File: config.mk
export PLATFORM = sky130hd
export DESIGN_NAME = linear_model_sse_accumulator_top
export DESIGN_NICKNAME = d
export VERILOG_FILES = /design/src/sv/lmsse_pkg.sv /design/src/sv/lmsse_ctrl.sv /design/src/sv/lmsse_dpath.sv /design/src/sv/linear_model_sse_accumulator_top.sv
export SDC_FILE = /design/constraint.sdc
export NUM_CORES = 2
export LEC_CHECK = 0
export ABC_AREA = 1
export BUFFER_PORTS_ARGS = -buffer_cell sky130_fd_sc_hd__buf_4
export CAP_MARGIN = 20
export CORE_MARGIN = 2
export CORE_UTILIZATION = 71
export DETAILED_ROUTE_END_ITERATION = 16
export GPL_ROUTABILITY_DRIVEN = 0
export PLACE_DENSITY_LB_ADDON = 0.1
export SETUP_SLACK_MARGIN = 0.1
export SLEW_MARGIN = 5
export SYNTH_ARGS = -nofsm -noshare
export SYNTH_HDL_FRONTEND = slang
export SYNTH_SLANG_ARGS = --single-unit
File: constraint.sdc
create_clock -name clk -period 12.3 [get_ports clk]
set_clock_uncertainty 0.05 [all_clocks]
set_input_delay 1.845 -clock clk [delete_from_list [all_inputs] [get_ports clk]]
set_output_delay 1.845 -clock clk [all_outputs]
set_load 0.1 [all_outputs]
File: src/sv/lmsse_pkg.sv
// Shared types and constants for the linear model squared-error accumulator.
// No dependencies; used by lmsse_ctrl, lmsse_dpath and the top level.
package lmsse_pkg;

    localparam int DATA_W      = 16;              // Q8.8 field width
    localparam int Q_SHIFT     = 8;
    localparam int MAX_FEAT    = 4;               // feature ports on the block
    localparam int FEAT_IDX_W  = 2;               // index into MAX_FEAT entries
    localparam int PROD_W      = 2 * DATA_W;      // Q16.16 product
    localparam int TERM_W      = PROD_W - Q_SHIFT; // product after the shift
    localparam int PRED_W      = TERM_W + 3;      // sum of four terms plus intercept
    localparam int RES_W       = PRED_W + 1;      // target minus prediction
    localparam int SQ_W        = 2 * RES_W;       // squared residual
    localparam int SSE_W       = 63;
    localparam int CFG_IDX_W   = 3;

    localparam logic [SSE_W-1:0] SSE_MAX = {SSE_W{1'b1}};

    // configuration register indexes
    localparam logic [CFG_IDX_W-1:0] REG_COEF_ZERO  = 3'd0;
    localparam logic [CFG_IDX_W-1:0] REG_COEF_ONE   = 3'd1;
    localparam logic [CFG_IDX_W-1:0] REG_COEF_TWO   = 3'd2;
    localparam logic [CFG_IDX_W-1:0] REG_COEF_THREE = 3'd3;
    localparam logic [CFG_IDX_W-1:0] REG_INTERCEPT  = 3'd4;

    typedef enum logic [2:0] {
        ST_IDLE,
        ST_MAC,
        ST_RESID,
        ST_SQUARE,
        ST_ACCUM
    } state_t;

    typedef struct packed {
        logic                  load;    // capture the item, seed prediction
        logic                  mac;     // add one coefficient-feature term
        logic [FEAT_IDX_W-1:0] idx;     // feature of this term
        logic                  resid;   // form the residual magnitude
        logic                  square;  // register the square
        logic                  accum;   // add to the total, emit on last row
    } dp_cmd_t;

    typedef struct packed {
        logic last_row;  // captured item is the last of its data set
        logic out_free;  // output register can take a result this cycle
    } dp_status_t;

endpackage

File: src/sv/lmsse_ctrl.sv
// Sequencer for the squared-error accumulator: walks one item through
// the term, residual, square and accumulate steps. Uses lmsse_pkg.
module lmsse_ctrl #(
    parameter int NUM_FEATURES = 4
) (
    input  logic                  clk,
    input  logic                  rst_n,
    input  logic                  in_valid,
    output logic                  in_stall,
    input  lmsse_pkg::dp_status_t status,
    output lmsse_pkg::dp_cmd_t    cmd
);

    localparam logic [lmsse_pkg::FEAT_IDX_W-1:0] LAST_IDX =
        lmsse_pkg::FEAT_IDX_W'(NUM_FEATURES - 1);

    lmsse_pkg::state_t                 state_reg, state_next;
    logic [lmsse_pkg::FEAT_IDX_W-1:0]  idx_reg, idx_next;
    logic                              accum_go;

    assign accum_go = !status.last_row || status.out_free;

    always_ff @(posedge clk or negedge rst_n)
    begin
        if (!rst_n)
        begin
            state_reg <= lmsse_pkg::ST_IDLE;
            idx_reg   <= '0;
        end
        else
        begin
            state_reg <= state_next;
            idx_reg   <= idx_next;
        end
    end

    // next state
    always_comb
    begin
        state_next = state_reg;
        idx_next   = idx_reg;
        case (state_reg)
            lmsse_pkg::ST_IDLE:
            begin
                idx_next = '0;
                if (in_valid)
                    state_next = lmsse_pkg::ST_MAC;
            end
            lmsse_pkg::ST_MAC:
            begin
                if (idx_reg == LAST_IDX)
                    state_next = lmsse_pkg::ST_RESID;
                else
                    idx_next = idx_reg + 1'b1;
            end
            lmsse_pkg::ST_RESID:  state_next = lmsse_pkg::ST_SQUARE;
            lmsse_pkg::ST_SQUARE: state_next = lmsse_pkg::ST_ACCUM;
            lmsse_pkg::ST_ACCUM:
            begin
                // on a last row, hold here while a previous total still waits at the output
                if (accum_go)
                    state_next = lmsse_pkg::ST_IDLE;
            end
            default: state_next = lmsse_pkg::ST_IDLE;
        endcase
    end

    // outputs
    always_comb
    begin
        cmd      = '0;
        cmd.idx  = idx_reg;
        in_stall = 1'b1;
        case (state_reg)
            lmsse_pkg::ST_IDLE:
            begin
                in_stall = 1'b0;
                cmd.load = in_valid;
            end
            lmsse_pkg::ST_MAC:    cmd.mac    = 1'b1;
            lmsse_pkg::ST_RESID:  cmd.resid  = 1'b1;
            lmsse_pkg::ST_SQUARE: cmd.square = 1'b1;
            lmsse_pkg::ST_ACCUM:  cmd.accum  = accum_go;
            default:              in_stall   = 1'b1;
        endcase
    end

`ifndef NO_ASSERTIONS
    a_load_starts_mac: assert property (@(posedge clk) disable iff (!rst_n)
        (state_reg == lmsse_pkg::ST_IDLE && in_valid) |=> state_reg == lmsse_pkg::ST_MAC)
        else $error("accepted item did not start the term loop");

    a_accum_done: assert property (@(posedge clk) disable iff (!rst_n)
        cmd.accum |=> state_reg == lmsse_pkg::ST_IDLE)
        else $error("accumulate step did not return to idle");

    a_mac_idx_range: assert property (@(posedge clk) disable iff (!rst_n)
        cmd.mac |-> idx_reg <= LAST_IDX)
        else $error("term index ran past the feature count");
`endif

endmodule

File: src/sv/lmsse_dpath.sv
// Datapath: configuration registers, item capture, shared term multiplier,
// residual, squarer, saturating total and output register. Uses lmsse_pkg.
module lmsse_dpath (
    input  logic                                   clk,
    input  logic                                   rst_n,
    input  logic                                   cfg_we,
    input  logic [lmsse_pkg::CFG_IDX_W-1:0]        cfg_index,
    input  logic [lmsse_pkg::DATA_W-1:0]           cfg_data,
    input  logic signed [lmsse_pkg::DATA_W-1:0]    feature_zero,
    input  logic signed [lmsse_pkg::DATA_W-1:0]    feature_one,
    input  logic signed [lmsse_pkg::DATA_W-1:0]    feature_two,
    input  logic signed [lmsse_pkg::DATA_W-1:0]    feature_three,
    input  logic signed [lmsse_pkg::DATA_W-1:0]    target,
    input  logic                                   last_row,
    input  lmsse_pkg::dp_cmd_t                     cmd,
    output lmsse_pkg::dp_status_t                  status,
    output logic                                   out_valid,
    input  logic                                   out_stall,
    output logic [lmsse_pkg::SSE_W-1:0]            sum_sq_error,
    output logic                                   overflowed
);

    localparam int DW = lmsse_pkg::DATA_W;

    logic signed [DW-1:0]                    coef_reg [lmsse_pkg::MAX_FEAT];
    logic signed [DW-1:0]                    intercept_reg;
    logic signed [DW-1:0]                    feat_reg [lmsse_pkg::MAX_FEAT];
    logic signed [DW-1:0]                    target_reg;
    logic                                    last_reg;
    logic signed [lmsse_pkg::PRED_W-1:0]     pred_reg;
    logic [lmsse_pkg::RES_W-1:0]             mag_reg;
    logic [lmsse_pkg::SQ_W-1:0]              sq_reg;
    logic [lmsse_pkg::SSE_W-1:0]             total_reg;
    logic                                    sat_reg;
    logic [lmsse_pkg::SSE_W-1:0]             out_total_reg;
    logic                                    out_flag_reg;
    logic                                    out_valid_reg;

    logic signed [lmsse_pkg::PROD_W-1:0]     product;
    logic signed [lmsse_pkg::TERM_W-1:0]     term;
    logic signed [lmsse_pkg::RES_W-1:0]      diff;
    logic [lmsse_pkg::SSE_W:0]               sum_wide;
    logic                                    sat_now;
    logic [lmsse_pkg::SSE_W-1:0]             total_next;
    logic                                    sat_next;
    logic                                    emit;
    logic                                    out_taken;

    // configuration writes; indexes beyond the list are dropped
    always_ff @(posedge clk or negedge rst_n)
    begin
        if (!rst_n)
        begin
            for (int i = 0; i < lmsse_pkg::MAX_FEAT; i++)
                coef_reg[i] <= '0;
            intercept_reg <= '0;
        end
        else if (cfg_we)
        begin
            if (cfg_index < lmsse_pkg::REG_INTERCEPT)
                coef_reg[cfg_index[lmsse_pkg::FEAT_IDX_W-1:0]] <= cfg_data;
            else if (cfg_index == lmsse_pkg::REG_INTERCEPT)
                intercept_reg <= cfg_data;
        end
    end

    // one term per cycle: floor shift of the Q16.16 product to Q16.8
    assign product = coef_reg[cmd.idx] * feat_reg[cmd.idx];
    assign term    = product[lmsse_pkg::PROD_W-1:lmsse_pkg::Q_SHIFT];

    assign diff = lmsse_pkg::RES_W'(target_reg) - lmsse_pkg::RES_W'(pred_reg);

    assign sum_wide   = {1'b0, total_reg} + (lmsse_pkg::SSE_W + 1)'(sq_reg);
    assign sat_now    = sum_wide > {1'b0, lmsse_pkg::SSE_MAX};
    assign total_next = sat_now ? lmsse_pkg::SSE_MAX : sum_wide[lmsse_pkg::SSE_W-1:0];
    assign sat_next   = sat_reg | sat_now;

    assign emit      = cmd.accum && last_reg;
    assign out_taken = out_valid_reg && !out_stall;

    // item capture and arithmetic steps
    always_ff @(posedge clk)
    begin
        if (cmd.load)
        begin
            feat_reg[0] <= feature_zero;
            feat_reg[1] <= feature_one;
            feat_reg[2] <= feature_two;
            feat_reg[3] <= feature_three;
            target_reg  <= target;
            last_reg    <= last_row;
            pred_reg    <= lmsse_pkg::PRED_W'(intercept_reg);
        end
        else if (cmd.mac)
            pred_reg <= pred_reg + lmsse_pkg::PRED_W'(term);
        if (cmd.resid)
            mag_reg <= diff[lmsse_pkg::RES_W-1] ? lmsse_pkg::RES_W'(-diff)
                                                : lmsse_pkg::RES_W'(diff);
        if (cmd.square)
            sq_reg <= mag_reg * mag_reg;
        if (emit)
        begin
            out_total_reg <= total_next;
            out_flag_reg  <= sat_next;
        end
    end

    // running total; clear after a data set is emitted
    always_ff @(posedge clk or negedge rst_n)
    begin
        if (!rst_n)
        begin
            total_reg     <= '0;
            sat_reg       <= 1'b0;
            out_valid_reg <= 1'b0;
        end
        else
        begin
            if (cmd.accum)
            begin
                total_reg <= last_reg ? '0 : total_next;
                sat_reg   <= last_reg ? 1'b0 : sat_next;
            end
            if (emit)
                out_valid_reg <= 1'b1;
            else if (out_taken)
                out_valid_reg <= 1'b0;
        end
    end

    assign status.last_row = last_reg;
    assign status.out_free = !out_valid_reg || !out_stall;

    assign out_valid    = out_valid_reg;
    assign sum_sq_error = out_total_reg;
    assign overflowed   = out_flag_reg;

`ifndef NO_ASSERTIONS
    a_flag_means_max: assert property (@(posedge clk) disable iff (!rst_n)
        (out_valid_reg && out_flag_reg) |-> out_total_reg == lmsse_pkg::SSE_MAX)
        else $error("overflow flag set on a total below full scale");

    a_sat_holds_max: assert property (@(posedge clk) disable iff (!rst_n)
        sat_reg |-> total_reg == lmsse_pkg::SSE_MAX)
        else $error("saturated total left full scale");

    a_no_overwrite: assert property (@(posedge clk) disable iff (!rst_n)
        emit |-> (!out_valid_reg || !out_stall))
        else $error("result overwrote a waiting total");
`endif

endmodule

File: src/sv/linear_model_sse_accumulator_top.sv
// Top level of the linear model squared-error accumulator.
// Depends on lmsse_pkg, lmsse_ctrl and lmsse_dpath.
//
// Usage:
//   Input channel (in_valid / in_stall): one item is a data row of four
//   signed Q8.8 features, a Q8.8 target and a last_row mark. Only the first
//   NUM_FEATURES features take part in the prediction.
//   Output channel (out_valid / out_stall): one item per data set, sent
//   after the row marked last: the 63-bit saturated sum of squared
//   residuals (Q47.16) and the overflowed flag. Total and flag then clear.
//   Configuration: cfg_we writes cfg_data into register cfg_index
//   (0..3 coefficients, 4 intercept); other indexes are dropped. Write
//   only while the block is idle.
// Rows: one row at a time; the input stalls until it has passed the accept
//   step, one shared 16x16 term multiply per feature, residual, square, accumulate.
// Result: out_valid is registered and rises after the last row's accumulate
//   step, which follows its term, residual and square steps.
// Stall: the total waits in an output register, so the next data set can
//   start at once; only a second last row waits in its accumulate step
//   until the held total is taken.
// Reset: coefficients, intercept, total and flag clear; no output pending.
module linear_model_sse_accumulator_top #(
    parameter int NUM_FEATURES = 4
) (
    input  logic                                   clk,
    input  logic                                   rst_n,
    // configuration
    input  logic                                   cfg_we,
    input  logic [lmsse_pkg::CFG_IDX_W-1:0]        cfg_index,
    input  logic [lmsse_pkg::DATA_W-1:0]           cfg_data,
    // row input
    input  logic                                   in_valid,
    output logic                                   in_stall,
    input  logic signed [lmsse_pkg::DATA_W-1:0]    feature_zero,
    input  logic signed [lmsse_pkg::DATA_W-1:0]    feature_one,
    input  logic signed [lmsse_pkg::DATA_W-1:0]    feature_two,
    input  logic signed [lmsse_pkg::DATA_W-1:0]    feature_three,
    input  logic signed [lmsse_pkg::DATA_W-1:0]    target,
    input  logic                                   last_row,
    // result output
    output logic                                   out_valid,
    input  logic                                   out_stall,
    output logic [lmsse_pkg::SSE_W-1:0]            sum_sq_error,
    output logic                                   overflowed
);

    // command and status between the sequencer and the datapath
    lmsse_pkg::dp_cmd_t    cmd;
    lmsse_pkg::dp_status_t status;

    lmsse_ctrl #(
        .NUM_FEATURES (NUM_FEATURES)
    ) u_ctrl (
        .clk      (clk),
        .rst_n    (rst_n),
        .in_valid (in_valid),
        .in_stall (in_stall),
        .status   (status),
        .cmd      (cmd)
    );

    lmsse_dpath u_dpath (
        .clk           (clk),
        .rst_n         (rst_n),
        .cfg_we        (cfg_we),
        .cfg_index     (cfg_index),
        .cfg_data      (cfg_data),
        .feature_zero  (feature_zero),
        .feature_one   (feature_one),
        .feature_two   (feature_two),
        .feature_three (feature_three),
        .target        (target),
        .last_row      (last_row),
        .cmd           (cmd),
        .status        (status),
        .out_valid     (out_valid),
        .out_stall     (out_stall),
        .sum_sq_error  (sum_sq_error),
        .overflowed    (overflowed)
    );

`ifndef NO_ASSERTIONS
    a_busy_after_accept: assert property (@(posedge clk) disable iff (!rst_n)
        (in_valid && !in_stall) |=> in_stall)
        else $error("block took a second row while one is at work");
`endif

endmodule

==> results.py <==
metrics = {
    "run_status": {
        "outcome": "finished clean",
    },
    "final_layout": {
        "antenna_cells": 0,
        "nets": 7869,
        "syn_to_final_growth_pct": 7.326,
        "fillers": 5393,
        "multi_input_area_sq_um": 36270,
        "regArea_sq_um": 11410,
        "final_layout_size_suffix_gt1_frac": 0.05762,
    },
    "detailed_routing": {
        "firstDrtPassIters": 6,
        "ant_nets": 0,
        "drc": 0,
        "vias": 43300,
        "routedWlPerCell_um": 18.78,
        "first_iter_violations": 3689,
        "vias_per_cell": 5.730,
        "totalWireLength_um": 141900,
    },
    "clock_tree": {
        "cts.sinks": 405,
        "htree_levels": 2,
        "cts_hold_buf": 0,
        "cts_tree": "yes",
        "post_cts_buffers": 0,
        "clock_latency_ns": 0.60,
        "cts_buffers": 46,
        "clockRootBuffer": "clkbuf_16",
        "clockBufferDepth": 3,
        "clkTransAtPathRegs_ns": 0.06,
        "cts_resized": 0,
    },
    "sta": {
        "slew_violations": 0,
        "relSlewSlack": 0.2754,
        "final.period_utilization": 0.8245,
        "setup_viol": 0,
        "tns_ns": 0,
        "timing.fmax_ghz": 0.09860,
        "finalCriticalPeriod_ns": 10.14,
        "final_hold_viol_count": 0,
        "whs_ns": 0.4324,
        "worst_pin_slew_ns": 1.087,
        "grt_setup_unrepaired": "no",
    },
    "floorplan": {
        "io_pins": 171,
        "die_h_um": 280.8,
        "die_x_um": 280.8,
        "die_area_sq_um": 78870,
        "row_count": 101,
        "start_util": 0.7164,
        "core_sq_um": 75950,
    },
    "worst_setup_path": {
        "cp_data_required_time_ns": 12.55,
        "cp-start-kind": "flip-flop",
        "cp.arrival_ns": 10.39,
        "rr_worst_depth": 34,
        "crit_type": "flip-flop to flip-flop",
        "cp-end-kind": "flip-flop",
        "regToRegSetupSlack_ns": 2.16,
        "cp_slowest_cell": "fa_1",
        "rr_startpoint": "u_ctrl.idx_reg[0]$_DFFE_PN0P_",
        "critical_path_peak_fanout": 49,
        "cp_common_cell": "nand2_1",
        "endpoint": "u_dpath.pred_reg[23]$_DFFE_PP_",
        "cpPeakStageDelay_ns": 0.91,
        "rr_endpoint": "u_dpath.pred_reg[23]$_DFFE_PP_",
        "critPathLaunch": "u_ctrl.idx_reg[0]$_DFFE_PN0P_",
    },
    "synth": {
        "synth-edff-count": 255,
        "synth_flop_cell": "edfxtp_1",
        "synth_seq_cells": 405,
        "synthMostInstantiatedCell": "inv_1",
        "ys_top_cells_by_count": "inv_1, nand2_1, fa_1",
        "ys_top_cells_by_area": "fa_1, edfxtp_1, inv_1",
        "synth_nets": 7755,
        "yosys.area.top_type_share": 0.3179,
        "yosys_warnings": 0,
        "netlist_area_sq_um": 54410,
        "ys_seq_area_frac": 0.2097,
        "async_flop_share": 0.3704,
        "synth_area_per_cell_sq_um": 8.535,
        "yosysUniqueCellTypes": 56,
        "syn_inst": 6375,
        "synth.largest_area_cell": "fa_1",
    },
    "place": {
        "port_buffers": 170,
        "dp_hpwl_um": 111400,
    },
    "global_route": {
        "grt_max_degree": 78,
        "grt_use_total": 0.3717,
        "overflow": 0,
        "grt_pass1_vias": 44790,
        "grt_pass1_wl_um": 228300,
        "antenna_found_initial": 0,
    },
    "hold_path": {
        "min_path_type": "flip-flop to flip-flop",
    },
    "flow_run": {
        "cap_violations": 0,
    },
}
metrics by stage:
step           utilization  area, sq um  setup slack, ns  cells
2_1_floorplan            -        54410            3.939   6375
3_3_place_gp        0.7483        56830            2.560   7471
3_5_place_dp        0.7483        56830            2.211   7471
4_1_cts             0.7689        58400            2.162   7556
5_1_grt             0.7689        58400            1.385   7556
6_report            0.7689        58400            2.159   7556
layout make-up:
type,instances,area share
Tap cell,1030,0.02207
Multi-Input combinational cell,4178,0.6210
Clock buffer,57,0.02113
Timing Repair Buffer,235,0.03027
Sequential cell,405,0.1954
Inverter,1623,0.1044
Clock inverter,28,0.005742
kinds of logic (layout without fill, tap and decap cells):
logic type,count (synthesis),in the layout,share of synthesized area
AOI/OAI and AO/OA,732,732,0.07878
DFF,405,405,0.2097
xor gates and xnor gates,176,176,0.02861
and+or+nand+nor,1995,1995,0.1465
buffers and inverters,1792,1943,0.1241
adders and majority gates,1275,1275,0.4124
worst max-delay path: cells and delay by family (launching register included):
family	cells	cell delay, ns
adders and majority gates	8	4.41
DFF	1	0.63
xor gates and xnor gates	1	0.09
and+or+nand+nor	15	2.49
AOI/OAI and AO/OA	3	0.73
buffers and inverters	7	1.40
how the worst min path moves through the flow:
stage	start	cells past startpoint	end	slack (ns)
floorplan	u_dpath.mag_reg[0]$_DFFE_PN_	0	u_dpath.sq_reg[0]$_DFFE_PP_	0.37
global placement	u_dpath.coef_reg[61]$_DFFE_PN0P_	2	u_dpath.coef_reg[61]$_DFFE_PN0P_	0.42
detailed placement	u_dpath.total_reg[38]$_DFFE_PN0P_	2	u_dpath.total_reg[38]$_DFFE_PN0P_	0.42
CTS	u_dpath.intercept_reg[2]$_DFFE_PN0P_	2	u_dpath.intercept_reg[2]$_DFFE_PN0P_	0.44
global route	u_dpath.coef_reg[1]$_DFFE_PN0P_	2	u_dpath.coef_reg[1]$_DFFE_PN0P_	0.45
finish	u_dpath.intercept_reg[2]$_DFFE_PN0P_	2	u_dpath.intercept_reg[2]$_DFFE_PN0P_	0.43
cell usage in the layout (no fill, tap or decap), types with 131 or more instances in the layout:
cell and instances:
a21oi_1 261, buf_4 234, dfrtp_1 149, edfxtp_1 255, fa_1 864, ha_1 411, inv_1 1608, nand2_1 1320
nand3_1 131, nor2_1 414, o21ai_0 248
routing by layer:
layer  wire (um)  up-vias  GRT usage
li1            -    19570          -
met2       68570     2255     0.6222
met4        8812        0     0.1932
met3       13730      551    0.06825
met5           0        -          0
met1       50760    20920     0.4635
Power is not shown: default switching activity piles up to over one toggle a cycle in this logic, so the estimate is an artifact.
